$ cat src/hw/rtl/rnpc_pkg.sv
// ----------------------------------------------------------------------------
// rnpc_pkg
// Types and constants shared by the name percent-escape codec modules.
// ----------------------------------------------------------------------------
package rnpc_pkg;

  localparam int unsigned QUEUE_DEPTH = 2;
  localparam int unsigned MAX_RESULTS = 4;
  localparam int unsigned SLOT_W      = $clog2(MAX_RESULTS);

  localparam logic [7:0] CH_HASH = 8'h23;
  localparam logic [7:0] CH_PCT  = 8'h25;

  localparam logic MODE_ENCODE = 1'b0;
  localparam logic MODE_DECODE = 1'b1;

  typedef struct packed {
    logic [7:0] in_byte;
    logic       end_of_name;
  } in_item_t;

  typedef struct packed {
    logic [7:0] out_byte;
    logic       byte_valid;
    logic       last_of_name;
  } out_item_t;

  // One accepted item, expanded into its ordered list of results.
  typedef struct packed {
    out_item_t [MAX_RESULTS-1:0] slot;
    logic [SLOT_W-1:0]           last_idx;
  } cmd_t;

endpackage

$ cat src/hw/rtl/room_name_percent_codec.sv
// The first result of an input beat passes through the command queue and then the output
// register of the back end before it reaches the result ports.
// Throughput: one result beat per cycle while the receiver keeps popping, set by the single
// output register of the back end. An input beat that expands to k results occupies the
// back end until all k are loaded; the queue absorbs short bursts before full is raised.
// Reset clears the queue and output register, selects encode mode and starts a new name.
// ----------------------------------------------------------------------------
// room_name_percent_codec
// Streaming percent-escape encoder and decoder for names, one byte per beat.
// ----------------------------------------------------------------------------
module room_name_percent_codec #(
  parameter int unsigned QueueDepth = rnpc_pkg::QUEUE_DEPTH
) (
  input  logic                clk_i,
  input  logic                rst_ni,
  input  logic                cfg_we_i,
  input  logic                cfg_data_i,
  input  logic                push,
  output logic                full,
  input  rnpc_pkg::in_item_t  in_item_i,
  output logic                empty,
  input  logic                pop,
  output rnpc_pkg::out_item_t out_item_o
);

  logic           accept;
  logic           cmd_push, cmd_pop, cmd_valid;
  rnpc_pkg::cmd_t cmd_in, cmd_head;

  assign accept = push && !full;

  rnpc_front u_front (
    .clk_i      (clk_i),
    .rst_ni     (rst_ni),
    .cfg_we_i   (cfg_we_i),
    .cfg_data_i (cfg_data_i),
    .accept_i   (accept),
    .item_i     (in_item_i),
    .cmd_push_o (cmd_push),
    .cmd_o      (cmd_in)
  );

  rnpc_queue #(
    .Depth (QueueDepth)
  ) u_queue (
    .clk_i   (clk_i),
    .rst_ni  (rst_ni),
    .push_i  (cmd_push),
    .data_i  (cmd_in),
    .full_o  (full),
    .pop_i   (cmd_pop),
    .valid_o (cmd_valid),
    .data_o  (cmd_head)
  );

  rnpc_back u_back (
    .clk_i       (clk_i),
    .rst_ni      (rst_ni),
    .cmd_valid_i (cmd_valid),
    .cmd_i       (cmd_head),
    .cmd_pop_o   (cmd_pop),
    .empty_o     (empty),
    .pop_i       (pop),
    .out_item_o  (out_item_o)
  );

endmodule

$ cat src/hw/rtl/rnpc_front.sv
// ----------------------------------------------------------------------------
// rnpc_front
// Accepts input beats, tracks the escape state and builds the result list.
// ----------------------------------------------------------------------------
module rnpc_front (
  input  logic               clk_i,
  input  logic               rst_ni,
  input  logic               cfg_we_i,
  input  logic               cfg_data_i,
  input  logic               accept_i,
  input  rnpc_pkg::in_item_t item_i,
  output logic               cmd_push_o,
  output rnpc_pkg::cmd_t     cmd_o
);

  typedef enum logic [2:0] {
    ESC_NONE = 3'b001,
    ESC_PCT  = 3'b010,
    ESC_HEX  = 3'b100
  } esc_e;

  localparam int unsigned CntW = $clog2(rnpc_pkg::MAX_RESULTS + 1);

  function automatic logic is_alnum(input logic [7:0] c);
    return (c >= 8'h30 && c <= 8'h39) || (c >= 8'h41 && c <= 8'h5a) ||
           (c >= 8'h61 && c <= 8'h7a);
  endfunction

  function automatic logic is_hex(input logic [7:0] c);
    return (c >= 8'h30 && c <= 8'h39) || (c >= 8'h41 && c <= 8'h46) ||
           (c >= 8'h61 && c <= 8'h66);
  endfunction

  function automatic logic [3:0] hex_nib(input logic [7:0] c);
    logic [7:0] v;
    if (c <= 8'h39) begin
      v = c - 8'h30;
    end else if (c <= 8'h46) begin
      v = c - 8'h41 + 8'd10;
    end else begin
      v = c - 8'h61 + 8'd10;
    end
    return v[3:0];
  endfunction

  function automatic logic [7:0] hex_char(input logic [3:0] n);
    return (n < 4'd10) ? (8'h30 + {4'h0, n}) : (8'h41 + {4'h0, n} - 8'd10);
  endfunction

  function automatic rnpc_pkg::out_item_t chr(input logic [7:0] c);
    rnpc_pkg::out_item_t r;
    r.out_byte     = c;
    r.byte_valid   = 1'b1;
    r.last_of_name = 1'b0;
    return r;
  endfunction

  logic       mode_q;
  logic       at_start_q, at_start_d;
  esc_e       esc_q, esc_d;
  logic [7:0] held_q, held_d;

  rnpc_pkg::out_item_t [rnpc_pkg::MAX_RESULTS-1:0] res;
  logic [CntW-1:0] n;
  logic            plain;
  logic [7:0]      b;

  assign b = item_i.in_byte;

  always_comb begin
    res        = '0;
    n          = '0;
    plain      = 1'b0;
    at_start_d = at_start_q;
    esc_d      = esc_q;
    held_d     = held_q;
    if (item_i.end_of_name) begin
      if (mode_q == rnpc_pkg::MODE_DECODE) begin
        if (esc_q == ESC_PCT) begin
          res[n[rnpc_pkg::SLOT_W-1:0]] = chr(rnpc_pkg::CH_PCT); n = n + 1'b1;
        end else if (esc_q == ESC_HEX) begin
          res[n[rnpc_pkg::SLOT_W-1:0]] = chr(rnpc_pkg::CH_PCT); n = n + 1'b1;
          res[n[rnpc_pkg::SLOT_W-1:0]] = chr(held_q);           n = n + 1'b1;
        end
      end
      res[n[rnpc_pkg::SLOT_W-1:0]] = '{out_byte: 8'h00, byte_valid: 1'b0,
                                        last_of_name: 1'b1};
      n          = n + 1'b1;
      at_start_d = 1'b1;
      esc_d      = ESC_NONE;
      held_d     = 8'h00;
    end else if (mode_q == rnpc_pkg::MODE_ENCODE) begin
      if (at_start_q) begin
        res[n[rnpc_pkg::SLOT_W-1:0]] = chr(rnpc_pkg::CH_HASH); n = n + 1'b1;
        at_start_d = 1'b0;
      end
      if (is_alnum(b)) begin
        res[n[rnpc_pkg::SLOT_W-1:0]] = chr(b); n = n + 1'b1;
      end else begin
        res[n[rnpc_pkg::SLOT_W-1:0]] = chr(rnpc_pkg::CH_PCT); n = n + 1'b1;
        res[n[rnpc_pkg::SLOT_W-1:0]] = chr(hex_char(b[7:4])); n = n + 1'b1;
        res[n[rnpc_pkg::SLOT_W-1:0]] = chr(hex_char(b[3:0])); n = n + 1'b1;
      end
    end else begin
      at_start_d = 1'b0;
      // A leading '#' of a name is dropped and produces no result.
      if (!(at_start_q && b == rnpc_pkg::CH_HASH)) begin
        unique case (esc_q)
          ESC_PCT: begin
            if (is_hex(b)) begin
              held_d = b;
              esc_d  = ESC_HEX;
            end else begin
              res[n[rnpc_pkg::SLOT_W-1:0]] = chr(rnpc_pkg::CH_PCT); n = n + 1'b1;
              esc_d = ESC_NONE;
              plain = 1'b1;
            end
          end
          ESC_HEX: begin
            if (is_hex(b)) begin
              res[n[rnpc_pkg::SLOT_W-1:0]] = chr({hex_nib(held_q), hex_nib(b)});
              n = n + 1'b1;
            end else begin
              res[n[rnpc_pkg::SLOT_W-1:0]] = chr(rnpc_pkg::CH_PCT); n = n + 1'b1;
              res[n[rnpc_pkg::SLOT_W-1:0]] = chr(held_q);           n = n + 1'b1;
              plain = 1'b1;
            end
            esc_d  = ESC_NONE;
            held_d = 8'h00;
          end
          default: begin
            esc_d = ESC_NONE;
            plain = 1'b1;
          end
        endcase
        if (plain) begin
          if (b == rnpc_pkg::CH_PCT) begin
            esc_d = ESC_PCT;
          end else begin
            res[n[rnpc_pkg::SLOT_W-1:0]] = chr(b); n = n + 1'b1;
          end
        end
      end
    end
  end

  assign cmd_push_o     = accept_i && (n != '0);
  assign cmd_o.slot     = res;
  assign cmd_o.last_idx = n[rnpc_pkg::SLOT_W-1:0] - 1'b1;

  always_ff @(posedge clk_i or negedge rst_ni) begin
    if (!rst_ni) begin
      mode_q     <= rnpc_pkg::MODE_ENCODE;
      at_start_q <= 1'b1;
      esc_q      <= ESC_NONE;
      held_q     <= 8'h00;
    end else if (cfg_we_i) begin
      mode_q     <= cfg_data_i;
      at_start_q <= 1'b1;
      esc_q      <= ESC_NONE;
      held_q     <= 8'h00;
    end else if (accept_i) begin
      at_start_q <= at_start_d;
      esc_q      <= esc_d;
      held_q     <= held_d;
    end
  end

endmodule

$ cat src/hw/rtl/rnpc_queue.sv
// ----------------------------------------------------------------------------
// rnpc_queue
// Small first-in first-out queue of expanded commands between front and back.
// ----------------------------------------------------------------------------
module rnpc_queue #(
  parameter int unsigned Depth = rnpc_pkg::QUEUE_DEPTH
) (
  input  logic           clk_i,
  input  logic           rst_ni,
  input  logic           push_i,
  input  rnpc_pkg::cmd_t data_i,
  output logic           full_o,
  input  logic           pop_i,
  output logic           valid_o,
  output rnpc_pkg::cmd_t data_o
);

  localparam int unsigned PtrW = (Depth > 1) ? $clog2(Depth) : 1;
  localparam int unsigned CntW = $clog2(Depth + 1);

  rnpc_pkg::cmd_t mem_q [Depth];
  logic [PtrW-1:0] wr_q, rd_q;
  logic [CntW-1:0] cnt_q;
  logic            do_push, do_pop;

  assign full_o  = (cnt_q == CntW'(Depth));
  assign valid_o = (cnt_q != '0);
  assign data_o  = mem_q[rd_q];
  assign do_push = push_i && !full_o;
  assign do_pop  = pop_i && valid_o;

  function automatic logic [PtrW-1:0] next_ptr(input logic [PtrW-1:0] p);
    return (p == PtrW'(Depth - 1)) ? '0 : p + 1'b1;
  endfunction

  always_ff @(posedge clk_i) begin
    if (do_push) begin
      mem_q[wr_q] <= data_i;
    end
  end

  always_ff @(posedge clk_i or negedge rst_ni) begin
    if (!rst_ni) begin
      wr_q  <= '0;
      rd_q  <= '0;
      cnt_q <= '0;
    end else begin
      if (do_push) begin
        wr_q <= next_ptr(wr_q);
      end
      if (do_pop) begin
        rd_q <= next_ptr(rd_q);
      end
      if (do_push && !do_pop) begin
        cnt_q <= cnt_q + 1'b1;
      end else if (do_pop && !do_push) begin
        cnt_q <= cnt_q - 1'b1;
      end
    end
  end

endmodule

$ cat src/hw/rtl/rnpc_back.sv
// ----------------------------------------------------------------------------
// rnpc_back
// Walks the result list of the head command into the output register.
// ----------------------------------------------------------------------------
module rnpc_back (
  input  logic                clk_i,
  input  logic                rst_ni,
  input  logic                cmd_valid_i,
  input  rnpc_pkg::cmd_t      cmd_i,
  output logic                cmd_pop_o,
  output logic                empty_o,
  input  logic                pop_i,
  output rnpc_pkg::out_item_t out_item_o
);

  logic [rnpc_pkg::SLOT_W-1:0] idx_q;
  logic                        out_valid_q;
  rnpc_pkg::out_item_t         out_q;
  logic                        load;
  logic                        at_last;

  // The output register takes a new beat when it is free or being drained.
  assign load      = cmd_valid_i && (!out_valid_q || pop_i);
  assign at_last   = (idx_q == cmd_i.last_idx);
  assign cmd_pop_o = load && at_last;

  assign empty_o    = !out_valid_q;
  assign out_item_o = out_q;

  always_ff @(posedge clk_i) begin
    if (load) begin
      out_q <= cmd_i.slot[idx_q];
    end
  end

  always_ff @(posedge clk_i or negedge rst_ni) begin
    if (!rst_ni) begin
      idx_q       <= '0;
      out_valid_q <= 1'b0;
    end else begin
      if (load) begin
        out_valid_q <= 1'b1;
        idx_q       <= at_last ? '0 : idx_q + 1'b1;
      end else if (pop_i) begin
        out_valid_q <= 1'b0;
      end
    end
  end

  a_idx_in_range: assert property (@(posedge clk_i) disable iff (!rst_ni)
    cmd_valid_i |-> idx_q <= cmd_i.last_idx)
    else $error("slot index runs past the end of the head command");

  a_term_is_final: assert property (@(posedge clk_i) disable iff (!rst_ni)
    load && cmd_i.slot[idx_q].last_of_name |-> at_last)
    else $error("terminator beat is not the final beat of its command");

  a_new_cmd_at_zero: assert property (@(posedge clk_i) disable iff (!rst_ni)
    cmd_pop_o |=> idx_q == '0)
    else $error("slot index not rewound after a command completes");

endmodule

$ cat config.mk
export PLATFORM = sky130hd
export DESIGN_NAME = room_name_percent_codec
export DESIGN_NICKNAME = d
export VERILOG_FILES = /design/src/hw/rtl/rnpc_pkg.sv /design/src/hw/rtl/room_name_percent_codec.sv /design/src/hw/rtl/rnpc_front.sv /design/src/hw/rtl/rnpc_queue.sv /design/src/hw/rtl/rnpc_back.sv
export SDC_FILE = /design/constraint.sdc
export NUM_CORES = 1
export LEC_CHECK = 0
export BUFFER_PORTS_ARGS = -buffer_cell sky130_fd_sc_hd__buf_4
export CORE_MARGIN = 2
export CORE_UTILIZATION = 30
export DETAILED_ROUTE_END_ITERATION = 7
export PLACE_DENSITY = 0.46
export RECOVER_POWER = 100
export SLEW_MARGIN = 5
export SYNTH_ARGS = -nofsm -noshare
export SYNTH_HDL_FRONTEND = slang
export SYNTH_SLANG_ARGS = --single-unit
$ cat constraint.sdc
create_clock -name clk_i -period 6.7 [get_ports clk_i]
set_clock_uncertainty 0.2 [all_clocks]
set_input_delay 0.67 -clock clk_i [delete_from_list [all_inputs] [get_ports clk_i]]
set_output_delay 0.67 -clock clk_i [all_outputs]
set_load 0.05 [all_outputs]
[Word level (Yosys, flattened, before mapping)]
Memory sizes are Yosys's and may differ from the RTL's.
Cells that the tools add are included.
Storage, ports and cells
  input port bits: 15
  memories: 1
  bits in writable memories: 84
  logic and storage cells: 214
  output and inout port bits: 12
  register bits: 30
Cells by class
  mux-type cells: 99
  equal/unequal tests: 8
  add/subtract/negate cells: 27
  reduce and logical (&&, ||, !) cells: 38
  order comparisons: 23
  bitwise logic cells: 6
Memories
  u_queue.mem_q: depth 2, bits a word 42, read ports 1, clocked after Yosys merged registers in 0, write ports 1, line rnpc_queue.sv:21  | rnpc_pkg::cmd_t mem_q [Depth];
Operators with widths (number)
  40-bit 2-to-1 mux: 6
  10-bit 2-to-1 mux: 19
  40-bit bitwise mux: 4
  10-bit demux with 2-bit select: 5
  8-bit 2-to-1 mux: 10
  3-bit 2-to-1 mux: 22
  20-bit 2-to-1 mux: 3
  8-bit by 7-bit <= comparator with 1-bit output, second input constant: 5
  18-bit by 36-bit AND with 36-bit output: 1
  36-bit inverter: 1
  6-bit by 24-bit AND with 24-bit output: 1
  24-bit inverter: 1
  4-bit by 1-bit subtractor with 4-bit output, second input constant: 6
  10-bit binary-select mux with 2-bit select: 1
  10-bit case mux with 2 select lines: 1
  1-bit logical AND: 19
  2-bit by 3-bit less-than comparator with 1-bit output, second input constant: 6
  4-bit adder, second input constant: 4
  7-bit by 4-bit adder with 8-bit output, first input constant: 2
  8-bit by 6-bit == test with 1-bit output, second input constant: 2
  8-bit by 7-bit >= comparator with 1-bit output, second input constant: 2
  8-bit by 6-bit <= comparator with 1-bit output, second input constant: 2
  1-bit 2-to-1 mux: 16
  4-bit 2-to-1 mux: 4
  other kinds (28): 58

[Logic depth before layout (Yosys ltp)]
  word-level depth: 22
  mapped depth: 17
  gate-level depth less buffers: 15

[Cells and area by module]
From an unflattened synthesis, not the netlist that was laid out.
Second synthesis, totals
  cell total of the unflattened synthesis: 525
  area total of the unflattened synthesis: 6572.6 um^2
Modules (own cells, without submodules)
  rnpc_queue: cells an instance 150, times used 1, sequential area each 2622.5 um^2, area each 3430.8 um^2
  rnpc_front: cells an instance 332, times used 1, sequential area each 327.8 um^2, area each 2372.3 um^2
  rnpc_back: cells an instance 42, times used 1, sequential area each 375.4 um^2, area each 755.7 um^2
  room_name_percent_codec: cells an instance 1, times used 1, sequential area each 0.0 um^2, area each 13.8 um^2

[Least setup slack after synthesis]
OpenSTA, ideal clock, no wires.
  path type: in2reg
  start point: input in_item_i[2] (netlist bit)
  end point: memory u_queue.mem_q[0][0] (netlist bit) (enable)
  slack: 0.624 ns
  arrival: 5.430 ns
  stages: 14
  buffers on the path: 2
  library setup time: 0.446 ns
  required time: 6.054 ns
  cells stage by stage: clkbuf_1 inv_1 ha_1 or4b_4 a311oi_2 a311oi_1 nor3_4 buf_2 ha_1 nand3_1 o211a_1 ha_1 a31oi_1 nor2b_1
Between the ends
  word-level cells in the longest chain between the ends: 20
  elaborated cells between the ends (all ways): 43
  classes of those cells: 1 x add/sub; 8 x order compare; 2 x eq/ne; 19 x mux; 13 x reduce/logical
RTL lines
  start, declared: line room_name_percent_codec.sv:20  | input rnpc_pkg::in_item_t in_item_i,
  8-bit by 6-bit >= comparator with 1-bit output, or another cell as far along: line rnpc_front.sv:25, rnpc_front.sv:30
  1-bit logical AND, on equally long branches: line rnpc_front.sv:25, rnpc_front.sv:30
  1-bit logical OR (2 in series): line rnpc_front.sv:30  | return (c >= 8'h30 && c <= 8'h39) || (c >= 8'h41 && c <= 8'h46) ||
  2-bit 2-to-1 mux / 1-bit 2-to-1 mux (equally long branches): line rnpc_front.sv:120, rnpc_front.sv:110
  3-bit case mux with 2 select lines: line rnpc_front.sv:108  | unique case (esc_q)
  3-bit 2-to-1 mux: line rnpc_front.sv:107  | if (!(at_start_q && b == rnpc_pkg::CH_HASH)) begin
  3-bit 2-to-1 mux: line rnpc_front.sv:92  | end else if (mode_q == rnpc_pkg::MODE_ENCODE) begin
  3-bit 2-to-1 mux: line rnpc_front.sv:77  | if (item_i.end_of_name) begin
  (+4 left out)
  3-bit 2-to-1 mux *: line rnpc_front.sv:92
  3-bit 2-to-1 mux *: line rnpc_front.sv:77
  3-bit nonzero test *: line rnpc_front.sv:147  | assign cmd_push_o = accept_i && (n != '0);
  1-bit logical AND *: line rnpc_front.sv:147
  1-bit logical AND *: line rnpc_queue.sv:29  | assign do_push = push_i && !full_o;
  net u_queue.do_push: line rnpc_queue.sv:24  | logic do_push, do_pop;
  1-bit 2-to-1 mux *: line rnpc_queue.sv:37  | if (do_push) begin
  1-bit 2-to-1 mux (implied by the code) *: line rnpc_queue.sv:38  | mem_q[wr_q] <= data_i;
  end, declared: line rnpc_queue.sv:21
Mark *: on every way through the listed nets, which the timed path passes. The rest lies on a longest branch. The select of a mux whose other input is x is not followed.

[Worst setup path after layout]
  start point: input in_item_i[2] (netlist bit)
  end point: memory u_queue.mem_q[0][7] (netlist bit) (enable)
Same word-level chain as after synthesis.

==> flow_summary.json <==
{
  "grt_use_total_pct": 15.6,
  "crit_fanout": 42,
  "power_density_nw_per_um2": 387,
  "synth_top_family_by_area": "compound AO/OA/AOI/OAI gates",
  "fill_cells": 1928,
  "peakVddDrop_uv": 193,
  "worstSetupStartpointType": "primary input",
  "first_global_vias": 4224,
  "synth_compound_area_share_pct": 13.4,
  "setup_viol": 0,
  "fp.dieH_um": 146,
  "period_needed_ns": 5.35,
  "drive_gt1_share_pct": 14.4,
  "synth_edf_count": 94,
  "synthSimpleGateAreaFrac_pct": 11.4,
  "via_per_inst": 5.27,
  "yosys_warnings": 0,
  "initial_core_util_pct": 30.8,
  "cts_made_buffers": 17,
  "ant_nets": 0,
  "drt_pre_antenna_iters": 5,
  "slew_violations": 0,
  "min_from": "pop",
  "critPathKind": "primary input to flip-flop",
  "clock-sinks": 114,
  "hold_depth": 2,
  "path_clk_slew_ns": 0.06,
  "ys_ff_latch": 114,
  "maxCapViolCount": 0,
  "antenna_found_initial": 0,
  "grt_start_max_net_pins": 43,
  "slew_headroom_pct": 16.8,
  "dpl.hpwl_mm": 11.0,
  "endpoint_kind": "flip-flop",
  "post-route-util_pct": 35.7,
  "cpPeakStageDelay_ns": 0.82,
  "place.gp.congestion": 0.890,
  "tns_ns": 0,
  "syn_avg_cell_area_um2": 12.4,
  "grt_pass1_wl_mm": 25.2,
  "fin_nets": 543,
  "syn_to_final_growth_pct": 16.0,
  "async_flop_share_pct": 17.5,
  "synth_cell_types": 67,
  "crit_path_start": "in_item_i[2]",
  "r2r_slack_ns": 2.01,
  "cp_cell_sequence": "buf_4 > inv_1 > ha_1 > or4b_1 > a311oi_1 > a311oi_1 > nor3_4 > clkbuf_1 > ha_1 > nand3_1 > o211a_1 > ha_1 > a31oi_1 > nor2b_4 > clkbuf_2",
  "status": "finished, final reports clean",
  "synth_fa_ha_area_share_pct": 4.15,
  "p_leak_uw": 0.00255,
  "clockBufferDepth": 2,
  "rsz0062_at_grt": "no",
  "ys_seq_area_share_pct": 55.2,
  "hold_class": "primary input to flip-flop",
  "htreeDepth": 4,
  "synthMuxAreaShare_pct": 10.0,
  "synthFlopType": "edfxtp_1",
  "place.port_buffers": 26,
  "post_cts_buffers": 0,
  "num_vias": 4134,
  "path_common_cell": "ha_1",
  "core_um2": 19600,
  "ctsResizeCount": 0,
  "clockRootBuffer": "clkbuf_16",
  "die_w_um": 146,
  "std_cell_rows": 51,
  "diodes": 0,
  "drt-total-wl_mm": 16.1,
  "arrival_ns": 5.17,
  "fmax_mhz": 187,
  "detail_route.iter0.violations": 440,
  "cp.required_ns": 6.51,
  "cp_slowest_cell": "clkbuf_2",
  "r2r-start": "u_front.mode_q$_DFFE_PN0P_",
  "regArea_um2": 3330,
  "reg2reg_to": "u_queue.mem_q[0][7]$_DFFE_PP_",
  "die_area_um2": 21200,
  "clock_latency_ns": 0.41,
  "whs_endpoint": "u_back.out_valid_q$_DFFE_PN0P_",
  "wl_per_cell_um": 20.6,
  "syn_area_um2": 6030,
  "ioPinCount": 27,
  "gr-total-overflow": 0,
  "cts_tree": "yes",
  "rr_worst_depth": 9,
  "synth_xor_area_share_pct": 2.18,
  "hold_viol": 0,
  "worst_slew_pin_slew_ns": 1.23,
  "multi_input_area_um2": 2460,
  "syn_inst": 485,
  "finalCritPeriodShare_pct": 79.9,
  "drc_errors": 0
}
==> routing by layer <==
layer,vias up,track usage [%],wire (um)
met2,126,23.0,7090
met3,29,3.01,761
met5,-,0,0
met4,0,6.13,423
li1,1913,-,-
met1,2066,22.7,7870
==> worst max-delay path by stage <==
stage | endpoint | slack, ns | cells after the start
final | u_queue.mem_q[0][7]$_DFFE_PP_ | 1.35 | 15
after CTS | u_queue.mem_q[1][7]$_DFFE_PP_ | 1.80 | 12
after global placement | u_queue.mem_q[1][26]$_DFFE_PP_ | 1.55 | 12
after detailed placement | u_queue.mem_q[1][36]$_DFFE_PP_ | 1.37 | 12
after floorplan | u_queue.mem_q[0][0]$_DFFE_PP_ | 0.62 | 14
after global routing | u_queue.mem_q[0][7]$_DFFE_PP_ | 0.93 | 15
==> cells in the final DEF (no fill, tap or decap), drive strengths merged, types with 3 or more instances in the layout <==
cell type / instances
nor4: 3
a21oi: 23
clkbuf: 36
mux2: 10
clkinv: 6
and2: 8
nand3: 14
buf: 14
o32ai: 3
a22o: 13
and3: 8
inv: 24
ha: 20
o221ai: 3
o22ai: 4
nor3: 12
xnor2: 9
edfxtp: 94
a31oi: 5
nor2: 35
mux4: 20
nand4: 3
a211oi: 4
xor2: 6
dfrtp: 18
mux2i: 4
nor2b: 5
o21ai: 20
or3: 5
a221o: 5
a22oi: 4
nand2: 35
o211ai: 4
bufinv: 4
o21bai: 3
==> metrics by stage <==
step                setup WS [ns]  hold slack [ns]  cell area (um2)  power, uW  cells
floorplan                   0.624            0.174             6030       1620    486
global placement             1.55            0.272             6480       1840    753
detailed placement           1.37            0.282             6480       1840    753
CTS                          1.80            0.236             7090       2780    785
global route                0.927            0.237             6990       2840    785
finish                       1.35            0.244             6990       2710    785
==> cells in the mapped netlist (all sizes together) (6+ instances only) <==
cell | count | share of area [%]
mux2 | 10 | 1.9
xnor2 | 9 | 1.3
inv | 24 | 1.5
buf | 11 | 0.93
xor2 | 6 | 0.87
nand2 | 35 | 2.2
nor3 | 12 | 1.3
ha | 20 | 4.2
and2 | 8 | 0.83
mux4 | 20 | 7.5
nand3 | 14 | 1.2
edfxtp | 94 | 47
nor2 | 35 | 2.2
dfrtp | 18 | 7.5
o21ai | 20 | 1.7
and3 | 8 | 0.83
a22o | 13 | 1.9
clkbuf | 18 | 1.1
a21oi | 23 | 1.9
==> flip-flops by register name (all words and copies together) (netlist names) <==
name / count
u_queue.wr_q: 1
u_back.idx_q: 2
u_back.out_item_o: 10
u_front.held_q: 8
u_queue.rd_q: 1
u_front.mode_q: 1
u_back.out_valid_q: 1
u_front.esc_q: 3
u_front.at_start_q: 1
u_queue.cnt_q: 2
u_queue.mem_q: 84
==> power breakdown <==
group	internal (uW)	switching [uW]
combinational	279	435
sequential	967	97.0
clock	615	314
total	1860	846
==> repair_timing <==
action                     in CTS  in global routing
setup endpoints to repair       0                  0
hold buffers                    1                  0
hold endpoints to repair       18                  0
==> final cells by class <==
class | count | share of cell area [%]
inverter | 24 | 1.29
clock buffer | 19 | 6.19
clock inverter | 12 | 2.36
timing repair buffer | 32 | 2.58
sequential | 114 | 47.6
multi-input combinational | 319 | 35.2
tap | 265 | 4.74
==> worst max-delay path, delay by kind of cell <==
family                     cells  cell delay (ns)
buffers and inverters          4             1.83
AOI/OAI and AO/OA              4             1.01
and+or+nand+nor                4             0.91
adders and majority gates      3             0.70
==> logic make-up after synthesis <==
kind of cell,Yosys count
other,1
AOI/OAI and AO/OA,111
muxes,34
xor gates and xnor gates,15
DFF,114
adders and majority gates,20
buffers and inverters,53
and+or+nand+nor,137
Power figures use the tool's default switching activity.
